**config.mk**
```make
export PLATFORM = sky130hd
export DESIGN_NAME = coalescing_move_queue_unit
export DESIGN_NICKNAME = d
export VERILOG_FILES = /design/src/design/cmq_pkg.sv /design/src/design/cmq_datapath.sv /design/src/design/cmq_ctrl.sv /design/src/design/coalescing_move_queue_unit.sv
export SDC_FILE = /design/constraint.sdc
export NUM_CORES = 2
export LEC_CHECK = 0
export BUFFER_PORTS_ARGS = -buffer_cell sky130_fd_sc_hd__clkbuf_2
export CAP_MARGIN = 5
export CORE_MARGIN = 2
export CORE_UTILIZATION = 40
export DETAILED_ROUTE_END_ITERATION = 10
export PLACE_DENSITY = 0.55
export SLEW_MARGIN = 5
export SYNTH_ARGS = -nofsm -noshare
export SYNTH_HDL_FRONTEND = slang
export SYNTH_SLANG_ARGS = --single-unit
```
**constraint.sdc**
```tcl
create_clock -name clk -period 13.8 [get_ports clk]
set_clock_uncertainty 0.2 [all_clocks]
set_input_delay 1.38 -clock clk [delete_from_list [all_inputs] [get_ports clk]]
set_output_delay 1.38 -clock clk [all_outputs]
set_load 0.02 [all_outputs]
```
**src/design/cmq_pkg.sv**
```systemverilog
package cmq_pkg;

  localparam int QUEUE_DEPTH = 64;
  localparam int PTR_W       = (QUEUE_DEPTH > 1) ? $clog2(QUEUE_DEPTH) : 1;
  localparam int CNT_W       = 7;
  localparam int CONN_W      = 31;
  localparam int WK_W        = 8;
  localparam int MODE_W      = 2;
  localparam int STAT_W      = 2;
  localparam int IN_DATA_W   = 56;
  localparam int OUT_DATA_W  = 56;

  typedef logic [MODE_W-1:0] mode_t;
  typedef logic [STAT_W-1:0] stat_t;
  typedef logic [PTR_W-1:0]  ptr_t;
  typedef logic [CNT_W-1:0]  cnt_t;

  localparam mode_t MODE_SCHED = 2'd0;
  localparam mode_t MODE_DISP  = 2'd1;
  localparam mode_t MODE_READ  = 2'd2;

  localparam stat_t ST_APPENDED = 2'd0;
  localparam stat_t ST_UPDATED  = 2'd1;
  localparam stat_t ST_DROPPED  = 2'd2;
  localparam stat_t ST_NONE     = 2'd3;

  typedef struct packed {
    logic [CONN_W-1:0] conn;
    logic [WK_W-1:0]   src;
    logic [WK_W-1:0]   dst;
  } entry_t;

  typedef struct packed {
    logic cap;
    logic idx_inc;
    logic rd_en;
    logic upd_wr;
    logic app_wr;
    logic drop;
    logic disp;
    logic ld_out;
    logic ld_entry;
  } cmd_t;

  typedef struct packed {
    mode_t mode;
    logic  idx_at_cnt;
    logic  idx_last;
    logic  hit;
    logic  full;
    logic  cnt_zero;
    logic  out_free;
  } sts_t;

endpackage

```
**src/design/cmq_datapath.sv**
```systemverilog
module cmq_datapath (
  input  logic                              clk,
  input  logic                              rst_n,
  input  cmq_pkg::cmd_t                     cmd,
  output cmq_pkg::sts_t                     sts,
  input  logic [cmq_pkg::IN_DATA_W-1:0]     in_tdata,
  input  logic [cmq_pkg::MODE_W-1:0]        in_tuser,
  output logic                              out_tvalid,
  input  logic                              out_tready,
  output logic [cmq_pkg::OUT_DATA_W-1:0]    out_tdata,
  output logic [0:0]                        out_tuser,
  output logic                              out_tlast
);

  localparam int SUM_W = cmq_pkg::CNT_W + 1;

  function automatic cmq_pkg::ptr_t ptr_wrap(input logic [SUM_W-1:0] s);
    logic [SUM_W-1:0] t;
    begin
      t = (s >= SUM_W'(cmq_pkg::QUEUE_DEPTH)) ? s - SUM_W'(cmq_pkg::QUEUE_DEPTH) : s;
      return t[cmq_pkg::PTR_W-1:0];
    end
  endfunction

  cmq_pkg::entry_t mem [cmq_pkg::QUEUE_DEPTH];

  cmq_pkg::mode_t           mode_r;
  cmq_pkg::entry_t          item_r;
  cmq_pkg::cnt_t            dc_r;
  cmq_pkg::ptr_t            head_r, head_nxt;
  cmq_pkg::cnt_t            cnt_r, cnt_nxt;
  cmq_pkg::cnt_t            idx_r, idx_nxt;
  cmq_pkg::entry_t          rdata_r;
  cmq_pkg::stat_t           status_r, status_nxt;
  logic                     out_valid_r, out_valid_nxt;
  logic                     out_ent_r;
  cmq_pkg::entry_t          out_item_r;
  logic                     out_last_r;
  cmq_pkg::cnt_t            out_cnt_r;
  cmq_pkg::stat_t           out_stat_r;
  cmq_pkg::ptr_t            addr;
  logic                     out_free;

  assign addr     = ptr_wrap(SUM_W'(head_r) + SUM_W'(idx_r));
  assign out_free = !out_valid_r || out_tready;

  assign sts.mode       = mode_r;
  assign sts.idx_at_cnt = (idx_r == cnt_r);
  assign sts.idx_last   = (SUM_W'(idx_r) + SUM_W'(1) == SUM_W'(cnt_r));
  assign sts.hit        = (rdata_r.conn == item_r.conn);
  assign sts.full       = (cnt_r == cmq_pkg::CNT_W'(cmq_pkg::QUEUE_DEPTH));
  assign sts.cnt_zero   = (cnt_r == '0);
  assign sts.out_free   = out_free;

  always_ff @(posedge clk) begin
    if (cmd.upd_wr || cmd.app_wr) begin
      mem[addr] <= item_r;
    end
    if (cmd.rd_en) begin
      rdata_r <= mem[addr];
    end
  end

  always_ff @(posedge clk) begin
    if (cmd.cap) begin
      mode_r       <= in_tuser;
      item_r.conn  <= in_tdata[30:0];
      item_r.src   <= in_tdata[38:31];
      item_r.dst   <= in_tdata[46:39];
      dc_r         <= in_tdata[53:47];
    end
    if (cmd.ld_out) begin
      out_ent_r  <= cmd.ld_entry;
      out_item_r <= cmd.ld_entry ? rdata_r : '0;
      out_last_r <= cmd.ld_entry ? sts.idx_last : 1'b1;
      out_cnt_r  <= cnt_r;
      out_stat_r <= status_r;
    end
  end

  always_comb begin
    head_nxt      = head_r;
    cnt_nxt       = cnt_r;
    idx_nxt       = idx_r;
    status_nxt    = status_r;
    out_valid_nxt = out_valid_r;
    if (cmd.cap) begin
      idx_nxt    = '0;
      status_nxt = cmq_pkg::ST_NONE;
    end
    if (cmd.idx_inc) begin
      idx_nxt = idx_r + cmq_pkg::CNT_W'(1);
    end
    if (cmd.upd_wr) begin
      status_nxt = cmq_pkg::ST_UPDATED;
    end
    if (cmd.app_wr) begin
      cnt_nxt    = cnt_r + cmq_pkg::CNT_W'(1);
      status_nxt = cmq_pkg::ST_APPENDED;
    end
    if (cmd.drop) begin
      status_nxt = cmq_pkg::ST_DROPPED;
    end
    if (cmd.disp) begin
      if (dc_r >= cnt_r) begin
        cnt_nxt  = '0;
        head_nxt = '0;
      end else begin
        cnt_nxt  = cnt_r - dc_r;
        head_nxt = ptr_wrap(SUM_W'(head_r) + SUM_W'(dc_r));
      end
    end
    if (out_tready) begin
      out_valid_nxt = 1'b0;
    end
    if (cmd.ld_out) begin
      out_valid_nxt = 1'b1;
    end
  end

  always_ff @(posedge clk) begin
    if (!rst_n) begin
      head_r      <= '0;
      cnt_r       <= '0;
      idx_r       <= '0;
      status_r    <= cmq_pkg::ST_NONE;
      out_valid_r <= 1'b0;
    end else begin
      head_r      <= head_nxt;
      cnt_r       <= cnt_nxt;
      idx_r       <= idx_nxt;
      status_r    <= status_nxt;
      out_valid_r <= out_valid_nxt;
    end
  end

  assign out_tvalid = out_valid_r;
  assign out_tuser  = out_ent_r;
  assign out_tlast  = out_last_r;
  assign out_tdata  = {out_stat_r, out_cnt_r, out_item_r.dst, out_item_r.src, out_item_r.conn};

  a_cnt_bound: assert property (@(posedge clk) disable iff (!rst_n)
    cnt_r <= cmq_pkg::CNT_W'(cmq_pkg::QUEUE_DEPTH))
    else $error("pending count exceeds queue depth");

  a_app_room: assert property (@(posedge clk) disable iff (!rst_n)
    cmd.app_wr |-> !sts.full)
    else $error("append into full queue");

  a_no_overwrite: assert property (@(posedge clk) disable iff (!rst_n)
    cmd.ld_out |-> out_free)
    else $error("output beat overwritten before taken");

  a_upd_hit: assert property (@(posedge clk) disable iff (!rst_n)
    cmd.upd_wr |-> sts.hit && !sts.idx_at_cnt)
    else $error("in-place update without matching entry");

endmodule

```
**src/design/cmq_ctrl.sv**
```systemverilog
module cmq_ctrl (
  input  logic          clk,
  input  logic          rst_n,
  input  logic          in_tvalid,
  output logic          in_tready,
  input  cmq_pkg::sts_t sts,
  output cmq_pkg::cmd_t cmd
);

  typedef enum logic [7:0] {
    S_IDLE = 8'b0000_0001,
    S_DEC  = 8'b0000_0010,
    S_SCAN = 8'b0000_0100,
    S_CMP  = 8'b0000_1000,
    S_DISP = 8'b0001_0000,
    S_EMIT = 8'b0010_0000,
    S_RD   = 8'b0100_0000,
    S_RDW  = 8'b1000_0000
  } state_t;

  state_t state_r, state_nxt;

  assign in_tready = (state_r == S_IDLE);

  always_comb begin
    cmd       = '0;
    state_nxt = state_r;
    unique case (state_r)
      S_IDLE: begin
        if (in_tvalid) begin
          cmd.cap   = 1'b1;
          state_nxt = S_DEC;
        end
      end
      S_DEC: begin
        unique case (sts.mode)
          cmq_pkg::MODE_SCHED: state_nxt = S_SCAN;
          cmq_pkg::MODE_DISP:  state_nxt = S_DISP;
          cmq_pkg::MODE_READ:  state_nxt = sts.cnt_zero ? S_EMIT : S_RD;
          default:             state_nxt = S_EMIT;
        endcase
      end
      S_SCAN: begin
        if (sts.idx_at_cnt) begin
          cmd.drop   = sts.full;
          cmd.app_wr = !sts.full;
          state_nxt  = S_EMIT;
        end else begin
          cmd.rd_en = 1'b1;
          state_nxt = S_CMP;
        end
      end
      S_CMP: begin
        if (sts.hit) begin
          cmd.upd_wr = 1'b1;
          state_nxt  = S_EMIT;
        end else begin
          cmd.idx_inc = 1'b1;
          state_nxt   = S_SCAN;
        end
      end
      S_DISP: begin
        cmd.disp  = 1'b1;
        state_nxt = S_EMIT;
      end
      S_EMIT: begin
        if (sts.out_free) begin
          cmd.ld_out = 1'b1;
          state_nxt  = S_IDLE;
        end
      end
      S_RD: begin
        cmd.rd_en = 1'b1;
        state_nxt = S_RDW;
      end
      S_RDW: begin
        if (sts.out_free) begin
          cmd.ld_out   = 1'b1;
          cmd.ld_entry = 1'b1;
          if (sts.idx_last) begin
            state_nxt = S_IDLE;
          end else begin
            cmd.idx_inc = 1'b1;
            state_nxt   = S_RD;
          end
        end
      end
      default: state_nxt = S_IDLE;
    endcase
  end

  always_ff @(posedge clk) begin
    if (!rst_n) begin
      state_r <= S_IDLE;
    end else begin
      state_r <= state_nxt;
    end
  end

endmodule

```
**src/design/coalescing_move_queue_unit.sv**
```systemverilog
// Schedule: the table is searched entry by entry, one table read and one compare per entry;
// a matching entry is updated in place, else the item is appended, or dropped if full.
// Dispatch retires entries; readout: one beat per entry; unused mode, empty readout: one beat.
// One item in flight; the next beat is taken once the result sits in the output register.
// Reset clears count, head and output valid; table contents stay undefined.
module coalescing_move_queue_unit (
  input  logic                              clk,
  input  logic                              rst_n,
  input  logic                              in_tvalid,
  output logic                              in_tready,
  // conn_id, src_worker, dst_worker, dispatch_count, zero pad
  input  logic [cmq_pkg::IN_DATA_W-1:0]     in_tdata,
  // mode
  input  logic [cmq_pkg::MODE_W-1:0]        in_tuser,
  output logic                              out_tvalid,
  input  logic                              out_tready,
  // entry_conn, entry_src, entry_dst, pending_count, status
  output logic [cmq_pkg::OUT_DATA_W-1:0]    out_tdata,
  // entry_valid
  output logic [0:0]                        out_tuser,
  output logic                              out_tlast
);

  cmq_pkg::cmd_t cmd;
  cmq_pkg::sts_t sts;

  cmq_ctrl u_ctrl (
    .clk       (clk),
    .rst_n     (rst_n),
    .in_tvalid (in_tvalid),
    .in_tready (in_tready),
    .sts       (sts),
    .cmd       (cmd)
  );

  cmq_datapath u_dp (
    .clk        (clk),
    .rst_n      (rst_n),
    .cmd        (cmd),
    .sts        (sts),
    .in_tdata   (in_tdata),
    .in_tuser   (in_tuser),
    .out_tvalid (out_tvalid),
    .out_tready (out_tready),
    .out_tdata  (out_tdata),
    .out_tuser  (out_tuser),
    .out_tlast  (out_tlast)
  );

endmodule

```
After elaboration in Yosys (flattened, before gate mapping)
Memory sizes are Yosys's and may differ from the RTL's. A register that Yosys moved wholly into a read port is not among the register bits. Index checks and enable logic that the tools add are counted.

Memories kept: 1. Input bits: 62. RAM bits: 3008. Register bits after elaboration: 145. Output and inout port bits: 60. Word-level logic and storage cells: 104.

Memories: u_dp.mem (depth 64, bits a word 47, rd ports 1, clocked after Yosys merged registers in 1, write ports 1, line cmq_datapath.sv:25) `cmq_pkg::entry_t mem [cmq_pkg::QUEUE_DEPTH];`.

$add $sub $neg: 8. Multiplexer cells: 42. Magnitude comparators: 3. Bitwise gates (word level): 1. Reduce and logical (&&, ||, !) cells: 13. Eq/ne operators: 17.

Operator list (number): 8-bit one-hot mux with 8 select lines (1); 7-bit 2-to-1 mux (7); 31-bit == test (1); 6-bit 2-to-1 mux (5); 8-bit 2-to-1 mux (3); 8-bit one-hot mux with 3 select lines (1); 6-bit by 7-bit adder with 8-bit output (2); 8-bit by 7-bit >= comparator with 1-bit output, second input constant (2); 1-bit 2-to-1 mux (16); 7-bit by 1-bit adder with 7-bit output, second input constant (2); 2-bit 2-to-1 mux (6); 6-bit by 1-bit subtractor with 6-bit output, second input constant (2); 7-bit by 1-bit adder with 8-bit output, second input constant (1); 8-bit by 1-bit == test with 1-bit output, second input constant (1); 8-bit by 2-bit == test with 1-bit output, second input constant (1); 8-bit by 3-bit == test with 1-bit output, second input constant (1); 8-bit by 4-bit == test with 1-bit output, second input constant (1); 8-bit by 5-bit == test with 1-bit output, second input constant (1); 8-bit by 6-bit == test with 1-bit output, second input constant (1); 8-bit by 7-bit == test with 1-bit output (1); 8-bit by 7-bit == test with 1-bit output, second input constant (1); 8-bit == test, second input constant (1); 7-bit == test (1); 7-bit == test, second input constant (1); other kinds (17) (24).

Depth between registers and ports, before layout
Depth after elaboration: 7. Depth in mapped cells: 15. Gate-level depth less buffers: 11.

Hierarchy
Synthesis repeated with hierarchy kept, for this count alone.

Cells, all modules: 8400. Area total of the unflattened synthesis: 124827.2 um^2.

Modules (own cells, without submodules): cmq_datapath (instances 1, area an instance 124242.9 um^2, cells each 8328, seq. area each 95621.7 um^2); cmq_ctrl (instances 1, area an instance 584.3 um^2, cells each 72, seq. area each 160.2 um^2).

Worst setup path after synthesis
Ideal clock, no wire load.

Kind: reg2reg. Start point: register u_dp.idx_r[0]. End point: memory u_dp.mem[13][0] (netlist name) (enable). Setup slack: 8434 ps. Required time: 13148 ps. Buffers on the path: 5. Library setup time: 452 ps. Data arrival time: 4714 ps. Cell stages (with the launch flop): 12. Clock period less this slack: 5366 ps. Path through: dfxtp_1 ha_1 inv_1 fa_1 xnor2_2 buf_2 buf_2 buf_2 buf_2 buf_1 nand3_1 nor2_1.

Cells in the longest elaborated chain, start to end: 6. Elaborated cells between the ends (all ways): 10. Those cells by class: 2 x add/sub; 1 x order compare; 1 x eq/ne; 5 x mux; 1 x reduce/logical.

Ends and longest elaborated chain: from (decl) (line cmq_datapath.sv:32) `cmq_pkg::cnt_t idx_r, idx_nxt;`; from (signal assigned) (line cmq_datapath.sv:131) `idx_r <= idx_nxt;`; branches (longest 6 deep; another with 6-bit by 7-bit adder with 8-bit output); to (decl) (line cmq_datapath.sv:25).

Several ways; the timed one is not identified.

Worst setup path in the final report
Start point: register u_dp.item_r[30] (netlist name). End point: memory u_dp.mem[52][8] (netlist name) (enable).

Cells in the longest elaborated chain, start to end: 6.

Ends and longest elaborated chain: from (decl) (line cmq_datapath.sv:28) `cmq_pkg::entry_t item_r;`; 31-bit == test (line cmq_datapath.sv:50) `assign sts.hit = (rdata_r.conn == item_r.conn);`; 1-bit 2-to-1 mux (line cmq_ctrl.sv:54) `if (sts.hit) begin`; 1-bit 2-to-1 mux (line cmq_ctrl.sv:28) `unique case (state_r)`; 1-bit logical OR (line cmq_datapath.sv:56) `if (cmd.upd_wr || cmd.app_wr) begin`; 1-bit 2-to-1 mux (line cmq_datapath.sv:56); 1-bit 2-to-1 mux (implied by the code) (line cmq_datapath.sv:57) `mem[addr] <= item_r;`.

No other way between the ends.

==> flow_summary.ini <==
[clock_tree]
clock_latency_ns = 0.89
post-cts-setup-buffer-count = 0
cts_tree = yes
cts.path.max_buffers = 4
cts_sinks = 3200
cts_buffers = 331
ctsHoldBuffers = 0
cts_resized = 0
clkTransAtPathRegs_ns = 0.06
cts-root-buf = clkbuf_16
htreeDepth = 5

[finish]
drive_gt1_frac = 0.172
area_growth_syn_to_layout_pct = 13.1
fillCellCount = 27100
fin_cells = 12000
fin_nets = 7671
final_common_cell = edfxtp_1
seqCellArea_um2 = 95800
multiInputGateArea_um2 = 28500
postLayoutCellArea_um2 = 143000
final_cell_mix = 3169 x edfxtp_1, 733 x nand2_1, 336 x clkbuf_16

[synth]
syn_area_per_cell_um2 = 17.1
ys_seq_area_frac = 0.759
async_flop_share = 0
yosysUniqueCellTypes = 84
syn-cell-area_um2 = 126000
synth_fp_nets = 7458
synth_edf_count = 3169
synth_seq_cells = 3200
synthCells = 7373
ys.flop_type = edfxtp_1
synth_warnings = 0

[hold_path]
worstHoldStart = u_dp.status_r[1]$_SDFFE_PP1P_
min_path_type = reg -> reg

[detailed_routing]
drc = 1
viasPerCell = 6.34
drt-total-wl_mm = 440
ant_nets = 0
drtIter0Drc = 13400
wl_per_cell_um = 36.6
drt_pass1_iterations = 6
vias = 76100

[timing]
rsz0062_at_grt = no
tightest_slew_ns = 1.39
setup_viol = 0
fin_crit_sh = 0.513
fin_setup_tns_ns = 0
final_max_slew_viol_count = 0
period_minus_slack_ns = 7.08
slew-limit-headroom = 0.0752
fmax_mhz = 141
hold_violations = 0

[power]
ir_worst_vdd_uv = 107
power_leakage_nw = 45.5
powerDensity_nw_per_um2 = 138

[floorplanning]
start_util = 0.401
die_width_um = 566
die_h_um = 566
num_rows = 206
core_um2 = 314000
io_pins = 122
die_area_um2 = 320000

[placed_design]
port_buffers = 119
dp.cells = 11400
dpl_cell_area_um2 = 133000
dp_hpwl_mm = 234
place_congestion = 0.832

[critical_path]
cp.arrival_ns = 7.37
r2r-start = u_dp.item_r[30]$_DFFE_PP_
path_max_fanout = 65
path_class = reg -> reg
crit_path_start = u_dp.item_r[30]$_DFFE_PP_
end_kind = flop
start_kind = flop
cp.required_ns = 14.09

[outcome]
status = finished with violations
violations = DRC

[job]
drv_cap = 0

[global_route]
antenna_found_initial = 30
grt_max_degree = 120
overflow = 0
grt.total_usage = 0.269
grt_pass1_vias = 70900
grt_pass1_wl_mm = 595
cells in the mapped netlist (14+ instances only):
| cell type | n | area share |
|---|---|---|
| a211o_1 | 23 | 0.0016 |
| a211oi_1 | 55 | 0.0033 |
| a21oi_1 | 325 | 0.013 |
| a221o_1 | 21 | 0.0017 |
| a221oi_1 | 92 | 0.0064 |
| a22oi_1 | 27 | 0.0016 |
| a311o_1 | 25 | 0.0020 |
| a311oi_1 | 56 | 0.0039 |
| a31o_2 | 18 | 0.0012 |
| a31oi_1 | 194 | 0.0096 |
| a32oi_1 | 14 | 0.00097 |
| and3_1 | 162 | 0.0080 |
| buf_1 | 43 | 0.0013 |
| buf_2 | 315 | 0.012 |
| buf_4 | 36 | 0.0021 |
| clkbuf_1 | 130 | 0.0039 |
| dfxtp_1 | 31 | 0.0049 |
| edfxtp_1 | 3169 | 0.75 |
| ha_1 | 20 | 0.0020 |
| inv_1 | 28 | 0.00083 |
| mux2_2 | 57 | 0.0051 |
| mux2i_1 | 313 | 0.025 |
| mux4_2 | 328 | 0.059 |
| nand2_1 | 739 | 0.022 |
| nand3_1 | 253 | 0.010 |
| nand4_1 | 15 | 0.00074 |
| nor2_1 | 179 | 0.0053 |
| nor3_1 | 31 | 0.0012 |
| nor4_1 | 21 | 0.0010 |
| o2111ai_1 | 15 | 0.0010 |
| o211ai_1 | 73 | 0.0043 |
| o21ai_0 | 180 | 0.0071 |
| o221ai_1 | 16 | 0.0011 |
| o22ai_1 | 113 | 0.0056 |
| xnor2_1 | 42 | 0.0029 |
| xor2_1 | 15 | 0.0010 |
sequential cells by signal, summed over array words and instances (netlist names):
register / count
u_dp.out_tvalid: 1
u_dp.out_tuser: 1
u_dp.out_tdata: 47
u_dp.rdata_r: 47
u_dp.item_r: 47
u_dp.cnt_r: 7
u_dp.out_stat_r: 2
u_dp.idx_r: 7
u_dp.status_r: 2
u_dp.out_cnt_r: 7
u_dp.mode_r: 2
u_dp.dc_r: 7
u_dp.mem: 3008
u_ctrl.state_r: 8
u_dp.out_tlast: 1
u_dp.head_r: 6
cell type report:
class / instances / share of cell area
Sequential cell: 3200 / 0.671
Multi-Input combinational cell: 3619 / 0.200
Inverter: 29 / 0.000886
Antenna cell: 11 / 0.000193
Tap cell: 4160 / 0.0365
Clock inverter: 175 / 0.0102
Clock buffer: 408 / 0.0608
Timing Repair Buffer: 405 / 0.0204
path summary, 6_finish.rpt:
path	depth (start not counted)	slack, ns	endpoint
setup / recovery	10	6.72	u_dp.mem[52][8]$_DFFE_PP_
hold / removal	0	0.24	u_dp.out_stat_r[1]$_DFFE_PP_
hold reg to reg	0	0.24	u_dp.out_stat_r[1]$_DFFE_PP_
setup reg to reg	10	6.72	u_dp.mem[52][8]$_DFFE_PP_
through the flow:
| step | setup slack [ns] | hold slack, ns | util | power (mW) |
|---|---|---|---|---|
| final | 6.72 | 0.242 | 0.454 | 19.7 |
| after global routing | 6.76 | 0.261 | 0.454 | 20.1 |
| after CTS | 6.92 | 0.245 | 0.454 | 19.8 |
| after detailed placement | 6.93 | 0.231 | 0.421 | 11.3 |
| after global placement | 6.93 | 0.221 | 0.421 | 11.3 |
| after floorplan | 8.43 | 0.209 | - | 11.1 |
logic make-up after synthesis:
group / count (synthesis) / share of synthesized area
DFF: 3200 / 0.759
AOI/OAI and AO/OA: 1377 / 0.0731
xor gates and xnor gates: 59 / 0.00421
adders and majority gates: 23 / 0.00246
buffers and inverters: 554 / 0.0207
and+or+nand+nor: 1459 / 0.0518
muxes: 701 / 0.0887
per-layer routing:
layer / vias up / global-route usage / wire [um]
li1: 30100 / - / -
met1: 40100 / 0.390 / 176000
met2: 4998 / 0.403 / 195000
met3: 839 / 0.0614 / 52800
met4: 8 / 0.0889 / 15800
met5: - / 0 / 46
report_power, final:
part	total, mW	internal (mW)	switching, mW
Sequential	10.8	10.8	0.0110
Combinational	0.292	0.0330	0.259
Clock	8.62	4.88	3.75
Total	19.7	15.7	4.02
worst max-delay path, stage by stage, from the launching register on:
cell      delay [ns]
edfxtp_1        0.32
buf_4           0.52
xnor2_1         0.28
nand4_1         0.45
nor4_2          0.79
nand3_1         0.28
nand2b_1        0.68
nand2_1         0.73
nor2_4          0.92
buf_4           0.58
buf_4           0.72
(Power assumes the default switching activity.)
